**config.mk**
```make
export PLATFORM = sky130hd
export DESIGN_NAME = grh_ctrl
export DESIGN_NICKNAME = d
export VERILOG_FILES = /design/src/rtl/grh_pkg.sv /design/src/rtl/grh_ctrl.sv
export SDC_FILE = /design/constraint.sdc
export NUM_CORES = 1
export LEC_CHECK = 0
export BUFFER_PORTS_ARGS = -buffer_cell sky130_fd_sc_hd__buf_4
export CAP_MARGIN = 30
export CORE_AREA = 2 2 39 41
export DETAILED_ROUTE_END_ITERATION = 8
export DIE_AREA = 0 0 41 43
export PLACE_DENSITY_LB_ADDON = 0.2
export REMOVE_ABC_BUFFERS = 1
export SLEW_MARGIN = 10
export SYNTH_ARGS = -nofsm -noshare
export SYNTH_HDL_FRONTEND = slang
export SYNTH_SLANG_ARGS = --single-unit
export TNS_END_PERCENT = 10
```
**constraint.sdc**
```tcl
create_clock -name clk -period 1 [get_ports clk]
set_input_delay 0.2 -clock clk [delete_from_list [all_inputs] [get_ports clk]]
set_output_delay 0.2 -clock clk [all_outputs]
set_load 0.02 [all_outputs]
```
**src/rtl/grh_pkg.sv**
```systemverilog
// Package for the horizontal grid-line ray hit block.
// Shared widths, configuration codes, payload layout and the
// controller/datapath command and status types. No dependencies.
package grh_pkg;

	// map geometry
	localparam int MAP_COLS  = 64;
	localparam int MAP_ROWS  = 64;
	localparam int MAP_DEPTH = MAP_COLS * MAP_ROWS;
	localparam int MAP_AW    = $clog2(MAP_DEPTH);
	localparam int COL_W     = $clog2(MAP_COLS);
	localparam int ROW_W     = $clog2(MAP_ROWS);

	// fixed point
	localparam int POS_W     = 22;
	localparam int FRAC      = 8;
	localparam int MAX_SHIFT = 8;
	localparam int IT_W      = 24;
	localparam int SHIFT_W   = 4;
	localparam int SIZE_W    = 7;
	localparam int CFG_W     = 7;

	// internal arithmetic widths
	localparam int YW      = 25;                 // y walker, signed
	localparam int DY_W    = 18;                 // y0 - py, signed
	localparam int PROD_W  = DY_W + IT_W;        // dy * inverse tangent
	localparam int XW      = 40;                 // x walker, signed
	localparam int XS_W    = IT_W + MAX_SHIFT + 1; // x step after negation

	// stream payload
	localparam int IN_FIELDS_W  = 2 * COL_W + 1 + 2 * POS_W + IT_W + 4;
	localparam int IN_TDATA_W   = ((IN_FIELDS_W + 7) / 8) * 8;
	localparam int OUT_FIELDS_W = 2 * POS_W;
	localparam int OUT_TDATA_W  = ((OUT_FIELDS_W + 7) / 8) * 8;

	typedef enum logic [1:0] {
		CFG_TILE_W_SHIFT = 2'd0,
		CFG_TILE_H_SHIFT = 2'd1,
		CFG_MAP_COLS     = 2'd2,
		CFG_MAP_ROWS     = 2'd3
	} cfg_idx_t;

	// clamped register values
	typedef struct packed {
		logic [SHIFT_W-1:0] tws;
		logic [SHIFT_W-1:0] ths;
		logic [SIZE_W-1:0]  cols;
		logic [SIZE_W-1:0]  rows;
	} cfg_t;

	// input word, first field in the lowest bits
	typedef struct packed {
		logic                   heading_right;
		logic                   heading_left;
		logic                   heading_down;
		logic                   heading_up;
		logic signed [IT_W-1:0] inverse_tangent;
		logic [POS_W-1:0]       origin_y;
		logic [POS_W-1:0]       origin_x;
		logic                   cell_is_wall;
		logic [ROW_W-1:0]       cell_row;
		logic [COL_W-1:0]       cell_column;
	} in_word_t;

	typedef struct packed {
		logic clear;
		logic write;
		logic load;
		logic mul;
		logic init;
		logic step;
		logic capture;
		logic load_out;
	} dp_cmd_t;

	typedef struct packed {
		logic clear_done;
		logic hit;
		logic miss;
	} dp_sts_t;

endpackage

```
**src/rtl/grh_ctrl.sv**
```systemverilog
// Controller of the ray hit block: clear pass, word intake, cast sequencing
// and the output register handshake. Depends on grh_pkg.
module grh_ctrl (
	input  logic             clk,
	input  logic             arst_n,
	input  logic             s_tvalid,
	input  logic             s_tuser,
	output logic             s_tready,
	output logic             m_tvalid,
	input  logic             m_tready,
	input  grh_pkg::dp_sts_t sts,
	output grh_pkg::dp_cmd_t cmd
);
	import grh_pkg::*;

	typedef enum logic [2:0] {
		ST_CLEAR,
		ST_IDLE,
		ST_MUL,
		ST_INIT,
		ST_WALK,
		ST_DONE
	} state_t;

	state_t state_q;
	logic   out_valid_q;
	logic   walk_end;

	assign walk_end = sts.hit || sts.miss;
	assign m_tvalid = out_valid_q;
	assign s_tready = (state_q == ST_IDLE);

	always_comb begin
		cmd = '0;
		unique case (state_q)
			ST_CLEAR: cmd.clear = 1'b1;
			ST_IDLE: begin
				cmd.load  = s_tvalid && s_tuser;
				cmd.write = s_tvalid && !s_tuser;
			end
			ST_MUL:  cmd.mul = 1'b1;
			ST_INIT: cmd.init = 1'b1;
			ST_WALK: begin
				cmd.step    = !walk_end;
				cmd.capture = walk_end;
			end
			ST_DONE: cmd.load_out = !out_valid_q || m_tready;
			default: ;
		endcase
	end

	always_ff @(posedge clk or negedge arst_n) begin
		if (!arst_n) begin
			state_q     <= ST_CLEAR;
			out_valid_q <= 1'b0;
		end else begin
			if (cmd.load_out)
				out_valid_q <= 1'b1;
			else if (m_tready)
				out_valid_q <= 1'b0;

			unique case (state_q)
				ST_CLEAR: if (sts.clear_done) state_q <= ST_IDLE;
				ST_IDLE:  if (cmd.load) state_q <= ST_MUL;
				ST_MUL:   state_q <= ST_INIT;
				ST_INIT:  state_q <= ST_WALK;
				ST_WALK:  if (walk_end) state_q <= ST_DONE;
				ST_DONE:  if (cmd.load_out) state_q <= ST_IDLE;
				default:  state_q <= ST_IDLE;
			endcase
		end
	end

endmodule

```
== After elaboration in Yosys (flattened, before gate mapping) ==
Index checks and enable logic that the tools add are counted.
Word-level totals
  bits in registers: 4
  input port bits: 8
  output and inout bits: 10
  word-level logic and storage cells: 34
Cells by class
  equal/unequal tests: 9
  mux-type cells: 13
  reduce and logical (&&, ||, !) cells: 10
Operators by type and width (number)
  one-hot mux 3 bit (6 select lines): 1
  two-way mux 3 bit: 4
  equality test 3 x 2 -> 1 bit, second input constant: 2
  equality test 3 bit, second input constant: 2
  two-way mux 1 bit: 6
  != test 2 bit, second input constant: 3
  two-way mux 2 bit: 2
  AND reduction 4 bit: 1
  equality test 3 x 1 -> 1 bit, second input constant: 1
  logical NOT 1 bit: 3
  logical NOT 3 bit: 1
  logical AND 1 bit: 2
  logical OR 1 bit: 2
  != test 2 x 1 -> 1 bit, second input constant: 1
  nonzero test 2 bit: 1

== Logic depth before layout (Yosys ltp) ==
  depth in word-level cells: 5
  gate-level depth with buffers: 4
  gate-level depth less buffers: 3

== Worst setup path before layout ==
Ideal clock, no wire load.
  path type: reg-to-output
  start: register state_q[1]
  end: output cmd[6] (netlist name)
  arrival: 1.111 ns
  data required time: 0.800 ns
  setup slack: -0.311 ns
  cell stages (with the launch flop): 3
  path buffers: 0
  cells stage by stage: dfrtp_1 nand2b_2 nor4b_2
RTL lines
  from (decl): line grh_ctrl.sv:25  | state_t state_q;
  from (signal assigned): line grh_ctrl.sv:54  | state_q <= ST_CLEAR;
  from (signal assigned): line grh_ctrl.sv:63  | ST_CLEAR: if (sts.clear_done) state_q <= ST_IDLE;
  from (signal assigned): line grh_ctrl.sv:64  | ST_IDLE: if (cmd.load) state_q <= ST_MUL;
  to (decl): line grh_ctrl.sv:12  | output grh_pkg::dp_cmd_t cmd

==> summary.md <==
| Metric | Value |
|---|---|
| Crit path DAT | 1190 ps |
| DRT Pass-1 Iters | 1 |
| Clock buffer depth | 2 |
| Status | complete, but fails checks |
| Routed wire length | 745 um |
| Mean post-synth cell area | 9.19 um^2 |
| Hold_ws | 233 ps |
| R2R Path End | state_q[0] |
| Die height | 43 um |
| Root buf cell | clkbuf_4 |
| Final Wtd Congestion | 0.695 |
| Tot Pwr | 1.68 mW |
| WL/cell | 9.68 um |
| Critical path launch point | state_q[1] |
| Die Area | 0.00176 mm^2 |
| DR iter-0 viols | 0 |
| Worst relative slew slack | 84.4% |
| Via count | 329 |
| Num Clock Sinks | 4 |
| TNS Setup | -3640 ps |
| All-Layer GR Usage | 11.1% |
| Syn. warnings | 0 |
| R2R depth | 5 |
| Post-synthesis sequential area ratio | 34.0% |
| P per Cell Area | 2850 mW/mm^2 |
| Vias per inst | 4.27 |
| Area delta synth->final | 100% |
| Worst-Margin Slew | 234 ps |
| Core Box Area | 0.00138 mm^2 |
| Fin crit share | 139% |
| Antenna violations before repair | 0 |
| Worst setup EP type | primary output |
| Grt ovf | 0 |
| Number of routed nets with antenna violations | 0 |
| DP Worst Slack | -245 ps |
| Top cells by area, synth | dfrtp_1 34%, nand2b_2 6.0%, nor3_1 5.1%, buf_4 5.1%, nand2_1 5.1% |
| NumNets Final | 71 |
| Number of instances in the placed design | 72 |
| # rows | 14 |
| R2r setup slk | -210 ps |
| Critical path class | flop to primary output |
| Worst Hold Class | primary input to flop |
| Post-synth top area share | 34.0% |
| Fin util | 42.5% |
| Flops & latches, synth | 4 |
| Max-Cap Viols | 0 |
| Max IR drop VDD | 1760 uV |
| CTS tree | done |
| Dominant cell type by area after synthesis | dfrtp_1 |
| Worst EP required | 800 ps |
| Synth cell types | 18 |
| CP Launch Type | flop |
| Fin worst setup slack | -393 ps |
| Final std cells w/o fill | 77 |
| Vias in the first global route | 336 |
| Final setup violation count | 13 |
| RSZ-0062 raised after global routing | yes |
| Antenna diode count | 0 |
| Drc violations | 0 |
| Num CTS Buffers | 3 |
| FMAX | 718 MHz |
| Worst Skew | 1.45 ps |
| First-pass GRT wire length | 1.27 mm |
| Initial core utilization | 21.2% |
| Min Tclk post-route | 1390 ps |
| Synth Instances | 32 |
| Clock transition at path regs | 30 ps |
| Design Area, Final | 588 um^2 |
| Area of the mapped netlist | 294 um^2 |
| H-tree levels | 1 |
| Failing checks | negative setup slack |
| Crit path capture | cmd[0] |
| Critical Path Fanout Max | 5 |
| Layout cell share with drive strength beyond 1 | 70.5% |
| Largest net degree at the start of global routing | 9 |
| Final Max Slew Viols | 0 |
| Overall die width | 41 um |
| Clk Latency, worst-skew pair | 230 ps |
| Post-DP HPWL | 605 um |
| Worst reg2reg startpoint | state_q[0] |
| Io pins | 18 |
| Fin. Hold Viols | 0 |
| IO Port Bufs | 17 |
| Dpl cell area | 494 um^2 |
| LEAKAGE | 0.287 nW |
critical path, cell delays in order (launching register included):
cell and delay (ps):
dfrtp_1 410, and2b_4 270, and3_4 170, buf_6 110
layout make-up:
type | count | area (um^2)
fillers | 151 | 796
repair buffers | 28 | 224
multi-input cells | 26 | 219
flip-flops and latches | 4 | 103
clock buffers | 3 | 22.5
well taps | 16 | 20.0
kinds of logic after synthesis:
family                 share of synthesized area, %
and+or+nand+nor                                48.5
AOI/OAI and AO/OA                              12.3
buffers and inverters                          5.10
DFF                                            34.0
per-layer routing:
metal | GRT usage [%] | part of all wire, % | vias to the layer above
li1 | - | - | 170
met1 | 12.9 | 42 | 147
met2 | 15.0 | 50 | 12
met3 | 6.81 | 7.7 | 0
met4 | 6.00 | 0 | 0
met5 | 0 | 0 | -
report_power, final:
group	internal [mW]	total [mW]	switching, mW	leakage [nW]
Clock	0.134	0.195	0.0612	0.0138
Combinational	0.647	1.13	0.487	0.225
Sequential	0.236	0.348	0.112	0.0491
Total	1.02	1.68	0.660	0.287
synthesized netlist by cell type:
cell      instances
or2_1             1
a21oi_1           1
a211oi_2          1
nor3_1            3
nor4_2            1
nand2_1           4
and3_1            1
a21oi_2           1
nand2b_1          2
o21ba_1           1
and2b_4           1
nand2b_2          2
nor3b_1           1
buf_4             2
nand3_2           1
nor4b_2           1
nor2_1            4
dfrtp_1           4
worst min path at each step:
stage | cells past startpoint | slack [ps] | start | to
2_1_floorplan | 0 | -100 | arst_n | m_tvalid
3_3_place_gp | 1 | -0.3 | arst_n | state_q[2]
3_5_place_dp | 1 | -2 | arst_n | state_q[2]
4_1_cts | 3 | 220 | s_tvalid | state_q[1]
5_1_grt | 3 | 230 | s_tvalid | state_q[1]
6_report | 3 | 230 | s_tvalid | state_q[1]
sequential cells by signal (all words and copies together), names as in the netlist:
register / cells
state_q: 3
m_tvalid: 1
layout by cell type (no fill, tap or decap):
cell type      synthesis  layout
nor2_1                 4       4
nand2b_4               0       2
dfrtp_2                0       2
and2b_4                1       1
nor3b_2                0       1
and3_4                 0       1
buf_4                  2      24
nand3_2                1       1
nor3_1                 3       3
dlygate4sd3_1          0       1
dfrtp_1                4       2
buf_6                  0       3
nand2_2                0       1
nor4_4                 0       1
o21ba_1                1       1
nand2b_1               2       2
or2_1                  1       1
a211oi_2               1       1
a21oi_1                1       1
a21oi_2                1       1
clkbuf_4               0       3
nor4b_4                0       1
nand2_1                4       3
repair_timing:
| item | 4_1_cts | 5_1_grt |
|---|---|---|
| endpoints found under the hold margin | 4 | 0 |
| gates resized for setup | 8 | 4 |
| endpoints found under the setup margin | 12 | 13 |
| setup buffers | 1 | 0 |
| hold buffers | 1 | 0 |
| pin swaps | 5 | 0 |
Power figures use the tool's default switching activity.
