<file path="src/rtl/grh_pkg.sv">
// Package for the horizontal grid-line ray hit block.
// Shared widths, configuration codes, payload layout and the
// controller/datapath command and status types. No dependencies.
package grh_pkg;

	// map geometry
	localparam int MAP_COLS  = 64;
	localparam int MAP_ROWS  = 64;
	localparam int MAP_DEPTH = MAP_COLS * MAP_ROWS;
	localparam int MAP_AW    = $clog2(MAP_DEPTH);
	localparam int COL_W     = $clog2(MAP_COLS);
	localparam int ROW_W     = $clog2(MAP_ROWS);

	// fixed point
	localparam int POS_W     = 22;
	localparam int FRAC      = 8;
	localparam int MAX_SHIFT = 8;
	localparam int IT_W      = 24;
	localparam int SHIFT_W   = 4;
	localparam int SIZE_W    = 7;
	localparam int CFG_W     = 7;

	// internal arithmetic widths
	localparam int YW      = 25;                 // y walker, signed
	localparam int DY_W    = 18;                 // y0 - py, signed
	localparam int PROD_W  = DY_W + IT_W;        // dy * inverse tangent
	localparam int XW      = 40;                 // x walker, signed
	localparam int XS_W    = IT_W + MAX_SHIFT + 1; // x step after negation

	// stream payload
	localparam int IN_FIELDS_W  = 2 * COL_W + 1 + 2 * POS_W + IT_W + 4;
	localparam int IN_TDATA_W   = ((IN_FIELDS_W + 7) / 8) * 8;
	localparam int OUT_FIELDS_W = 2 * POS_W;
	localparam int OUT_TDATA_W  = ((OUT_FIELDS_W + 7) / 8) * 8;

	typedef enum logic [1:0] {
		CFG_TILE_W_SHIFT = 2'd0,
		CFG_TILE_H_SHIFT = 2'd1,
		CFG_MAP_COLS     = 2'd2,
		CFG_MAP_ROWS     = 2'd3
	} cfg_idx_t;

	// clamped register values
	typedef struct packed {
		logic [SHIFT_W-1:0] tws;
		logic [SHIFT_W-1:0] ths;
		logic [SIZE_W-1:0]  cols;
		logic [SIZE_W-1:0]  rows;
	} cfg_t;

	// input word, first field in the lowest bits
	typedef struct packed {
		logic                   heading_right;
		logic                   heading_left;
		logic                   heading_down;
		logic                   heading_up;
		logic signed [IT_W-1:0] inverse_tangent;
		logic [POS_W-1:0]       origin_y;
		logic [POS_W-1:0]       origin_x;
		logic                   cell_is_wall;
		logic [ROW_W-1:0]       cell_row;
		logic [COL_W-1:0]       cell_column;
	} in_word_t;

	typedef struct packed {
		logic clear;
		logic write;
		logic load;
		logic mul;
		logic init;
		logic step;
		logic capture;
		logic load_out;
	} dp_cmd_t;

	typedef struct packed {
		logic clear_done;
		logic hit;
		logic miss;
	} dp_sts_t;

endpackage

</file>
<file path="src/rtl/grh_cfg.sv">
// Configuration registers of the ray hit block, with range clamping.
// Depends on grh_pkg.
module grh_cfg (
	input  logic                  clk,
	input  logic                  arst_n,
	input  logic                  cfg_we,
	input  grh_pkg::cfg_idx_t     cfg_index,
	input  logic [grh_pkg::CFG_W-1:0] cfg_data,
	output grh_pkg::cfg_t         cfg
);
	import grh_pkg::*;

	logic [SHIFT_W-1:0] tws_q, ths_q;
	logic [SIZE_W-1:0]  cols_q, rows_q;

	always_ff @(posedge clk or negedge arst_n) begin
		if (!arst_n) begin
			tws_q  <= SHIFT_W'(6);
			ths_q  <= SHIFT_W'(6);
			cols_q <= SIZE_W'(MAP_COLS);
			rows_q <= SIZE_W'(MAP_ROWS);
		end else if (cfg_we) begin
			unique case (cfg_index)
				CFG_TILE_W_SHIFT: tws_q  <= cfg_data[SHIFT_W-1:0];
				CFG_TILE_H_SHIFT: ths_q  <= cfg_data[SHIFT_W-1:0];
				CFG_MAP_COLS:     cols_q <= cfg_data[SIZE_W-1:0];
				CFG_MAP_ROWS:     rows_q <= cfg_data[SIZE_W-1:0];
				default: ;
			endcase
		end
	end

	always_comb begin
		cfg.tws  = (tws_q > SHIFT_W'(MAX_SHIFT)) ? SHIFT_W'(MAX_SHIFT) : tws_q;
		cfg.ths  = (ths_q > SHIFT_W'(MAX_SHIFT)) ? SHIFT_W'(MAX_SHIFT) : ths_q;
		cfg.cols = (cols_q > SIZE_W'(MAP_COLS)) ? SIZE_W'(MAP_COLS) : cols_q;
		cfg.rows = (rows_q > SIZE_W'(MAP_ROWS)) ? SIZE_W'(MAP_ROWS) : rows_q;
	end

endmodule

</file>
<file path="config.mk">
export PLATFORM = sky130hd
export DESIGN_NAME = grh_cfg
export DESIGN_NICKNAME = d
export VERILOG_FILES = /design/src/rtl/grh_pkg.sv /design/src/rtl/grh_cfg.sv
export SDC_FILE = /design/constraint.sdc
export NUM_CORES = 1
export LEC_CHECK = 0
export ABC_AREA = 1
export BUFFER_PORTS_ARGS = -buffer_cell sky130_fd_sc_hd__buf_2
export CORE_UTILIZATION = 53
export DETAILED_ROUTE_END_ITERATION = 10
export PLACE_DENSITY = 0.9
export SYNTH_ARGS = -nofsm -noshare
export SYNTH_HDL_FRONTEND = slang
export SYNTH_SLANG_ARGS = --single-unit
export TNS_END_PERCENT = 100
</file>
<file path="constraint.sdc">
create_clock -name clk -period 1.99 [get_ports clk]
set_input_delay 0.597 -clock clk [delete_from_list [all_inputs] [get_ports clk]]
set_output_delay 0.597 -clock clk [all_outputs]
set_load 0.05 [all_outputs]
</file>
Word-level counts from Yosys, hierarchy flattened --
Index checks and enable logic that the tools add are counted.
Storage, ports and cells: register bits after elaboration 22, input port bits 12, output and inout bits 22, word-level logic and storage cells 20
Operators by class: $lt $le $gt $ge 4, equal/unequal tests 3, multiplexer cells 4, reduce and logical (&&, ||, !) cells 5
Operators by type and width (count):
- 7-bit greater-than comparator, second input constant | 2
- 7-bit 2-to-1 mux | 2
- 4-bit greater-than comparator, second input constant | 2
- 4-bit 2-to-1 mux | 2
- 2-bit AND reduction | 4
- 2-bit equality test, second input constant | 2
- 2-bit by 1-bit equality test with 1-bit output, second input constant | 1
- 2-bit logical NOT | 1

Depth between registers and ports, before layout --
depth after elaboration 2, mapped depth 5, mapped depth without buffers 4

Least setup slack after synthesis --
Ideal clock, no wire load.
kind reg-to-output, start point register rows_q[5], end point output cfg[0] (netlist bit), arrival 1331 ps, data required time 1393 ps, slack 62 ps, cell stages (with the launch flop) 4, path buffers 0, cells stage by stage dfrtp_1 > nor2_1 > nand3_1 > a21oi_1
RTL lines:
- start, declared | RTL line grh_cfg.sv:14 | logic [SIZE_W-1:0] cols_q, rows_q;
- start signal, assigned | RTL line grh_cfg.sv:21 | rows_q <= SIZE_W'(MAP_ROWS);
- start signal, assigned | RTL line grh_cfg.sv:27 | CFG_MAP_ROWS: rows_q <= cfg_data[SIZE_W-1:0];
- end, declared | RTL line grh_cfg.sv:9 | output grh_pkg::cfg_t cfg

==> key figures <==
Synthesis
  • Synth Cell Area: about 1100 um^2
  • Post-Syn Nets: approximately 140
  • Post-synth top cells: 27 x inv_1, 22 x nand2_1, 20 x nor2_1, 16 x dfrtp_1, 11 x o21ai_2
  • Top_reg_cell synth: dfrtp_1
  • Post-synth top area cell: dfrtp_1
  • Synth Register Bits: 22
  • Number of synthesized flops with an enable pin: 0
  • Top post-synthesis cells by area: dfrtp_1 37%, dfstp_2 15%, inv_1 9.4%
  • Asr flop ratio synth: 1.000
  • Mapped Cells: 131
  • Register area share after synthesis: 0.5198
  • Avg Cell Area, Syn: a little over 8 um^2
  • Distinct cells, synth: 13
  • Yosys top cell area share: 0.3730
  • Most common cell in the synthesized netlist: inv_1
  • Number of synthesis warnings: 0

Drt
  • DR iter-0 viols: 32
  • Drc violations: 0
  • Routed length per instance: ~12 um
  • Routed WL: about 2200 um
  • Post-route ant nets: 0
  • Routed vias: 900
  • Initial DRT Pass Iterations: 4
  • Vias per std cell: 4.865

Place
  • Post-place setup slack: approximately 370 ps
  • PortBufs: 33
  • Hpwl dp: around 1600 um
  • Routability cong.: ~0.80
  • Placed cell areas: 1225 um^2
  • Placed instance count: roughly 180

Critical path
  • Critical Path Sink Type: primary output
  • R2r setup slk: approximately 1100 ps
  • Slowest library cell on the worst path: dfrtp_1
  • CP max stage delay: between 400 and 500 ps
  • Crit path DAT: approximately 1400 ps
  • Crit path max-delay family: flip-flops
  • Crit path required time: between 1000 and 1500 ps
  • Crit-path cells: nor2_1, nand3_1, a21oi_1, buf_4
  • Crit path buf inv count: 1
  • R2R cell count: 2
  • Reg2reg start: cols_q[6]$_DFFE_PN1P_
  • Critical path class: reg -> out
  • Max Fanout on Critical Path: 3
  • Worst R2R End: cols_q[6]$_DFFE_PN1P_
  • Startpoint type of the worst setup path: flip-flop

Clock network
  • Clk sinks: 22
  • Clock Pin Slew Worst Setup and Hold Paths: about 130 ps
  • Root buffer cell: clkbuf_4
  • Clock Tree Buf Depth: 2
  • Worst-Skew Late Latency: a little over 300 ps
  • CTS buffer count: 3
  • Htree depth: 1
  • TritonCTS clock tree: yes
  • Hold-fix buffers, CTS: 0

Global routing
  • Initial antenna violation count: 0
  • Global-route wire length before repair: 3525 um
  • GR Overflow Total: 0
  • Largest net degree at the start of global routing: 23
  • Vias in the first global route: a little over 800
  • Gr usage total: 0.2281

Timing
  • Slew Viols, Final: 0
  • Setup TNS: 0 ps
  • Highest clock rate: roughly 0.51 GHz
  • Setup violations, final: 0
  • Hold Vio Cnt, Final: 0
  • Worst-Margin Slew: 472.3 ps
  • Min Tclk post-route: 1948 ps
  • Final setup skew: 0 ps
  • Fin crit share: 0.9791
  • Worst Setup Slack, final: between 40 and 50 ps
  • Rel. slew slack: 0.6851
  • RSZ-0062 raised after global routing: false

Floorplan
  • Die width: 47.01 um
  • Std-Cell Rows: 15
  • Initial Util: 0.5897
  • Die H: 47.01 um
  • Core area: ~1800 um^2
  • Die ar.: between 2000 and 2500 um^2
  • I/O pins: 34

Cells and area
  • Number of fillers in the final layout: about 150
  • Layout area overhead: 20.63%
  • Ant diodes: 0
  • Final instance count without filler cells: approximately 190
  • Nets@finish: between 150 and 200
  • Design area: about 1300 um^2
  • Layout cells sized above 1: 0.3563

Power and ir drop
  • P_int: approximately 0.00087 W
  • Maximum VDD drop: a little under 700 uV
  • Cell Pwr Density: approximately 1100 nW/um^2
  • Clock share of power: 0.234
  • Leakage Power: between 0.7 and 0.8 nW
  • Sw Pwr: approximately 0.0006 W
  • Sw Ratio: 0.4113
  • Comb power frac: 0.363
  • Flop pwr share: 0.403

Job
  • Max-cap violations: 0

Worst hold path
  • Hold WC Path Type: in -> async

Status
  • Outcome: completed
registers in the layout, indices dropped and copies added, names as in the netlist:
| name | flops |
|---|---|
| cols_q | 7 |
| rows_q | 7 |
| ths_q | 4 |
| tws_q | 4 |
final cells by class:
class                      instances  area (um^2)  area share
clock buffer                       3        22.52     0.01739
clock inverter                     1        30.03     0.02319
inverter                          27        101.3     0.07826
multi-input combinational         74        372.9      0.2879
sequential                        22        558.0      0.4309
tap                               25        31.28     0.02415
timing repair buffer              33        178.9      0.1382
how the worst max path moves through the flow:
stage / start / endpoint / cells past startpoint / slack (ps)
3_5_place_dp: cols_q[5]$_DFFE_PN0P_ / cfg[7] / 4 / 370
5_1_grt: rows_q[1]$_DFFE_PN0P_ / cfg[2] / 4 / 4
2_1_floorplan: rows_q[5]$_DFFE_PN0P_ / cfg[0] / 3 / 60
6_report: cols_q[5]$_DFFE_PN0P_ / cfg[9] / 4 / 40
3_3_place_gp: cols_q[5]$_DFFE_PN0P_ / cfg[7] / 4 / 410
4_1_cts: cols_q[5]$_DFFE_PN0P_ / cfg[7] / 4 / 2
power groups by stage:
stage | clock network, W | logic [W] | registers (W)
2_1_floorplan | 0 | 0.000436 | 0.000577
3_3_place_gp | 0 | 0.000514 | 0.000598
3_5_place_dp | 0 | 0.000529 | 0.000603
4_1_cts | 0.000347 | 0.000530 | 0.000595
5_1_grt | 0.000364 | 0.000583 | 0.000607
6_report | 0.000347 | 0.000539 | 0.000597
routing by layer:
metal	vias to the layer above	track usage	share of wire	wire (um)
met5	-	0	0	0
met4	0	0.05143	0.0079	17
met3	2	0.02308	0.024	52
met2	15	0.4222	0.54	1171
met1	428	0.2872	0.42	910
li1	455	-	-	-
through the flow:
step                utilization  hold slack, ps  power (W)
floorplan                     -           301.4   0.001013
global placement         0.6729           471.3   0.001112
detailed placement       0.6729           485.3   0.001132
CTS                      0.7017           234.6   0.001473
global route             0.7113           245.6   0.001554
finish                   0.7113           208.7   0.001483
timing repair:
action                                 4_1_cts  5_1_grt
gates resized for setup                      0        8
endpoints found under the hold margin        0        0
buffers inserted                             0        0
setup endpoints to repair                    0        4
logic make-up after synthesis:
kind of cell    after synthesis  synth area share
simple gates                 48            0.1841
buf+inv                      35            0.1364
flops                        22            0.5198
compound gates               26            0.1597
worst reg2reg max path: stages, from the launching register on:
cell and delay, ps:
dfstp_2 630, nand2_1 80, o21ai_2 70
cell usage in the layout, fill, tap and decap left out:
cell type,instances
dfrtp_1,16
o21ai_0,8
bufinv_16,1
nand3_2,2
nor2_1,20
buf_4,1
nand2_1,22
a21oi_2,1
inv_1,27
clkbuf_4,5
buf_6,1
nand3_1,4
o21ai_2,11
buf_2,29
a21oi_1,3
dfstp_2,6
o21ai_1,3
Note: power is estimated with default switching activity, not from simulation.
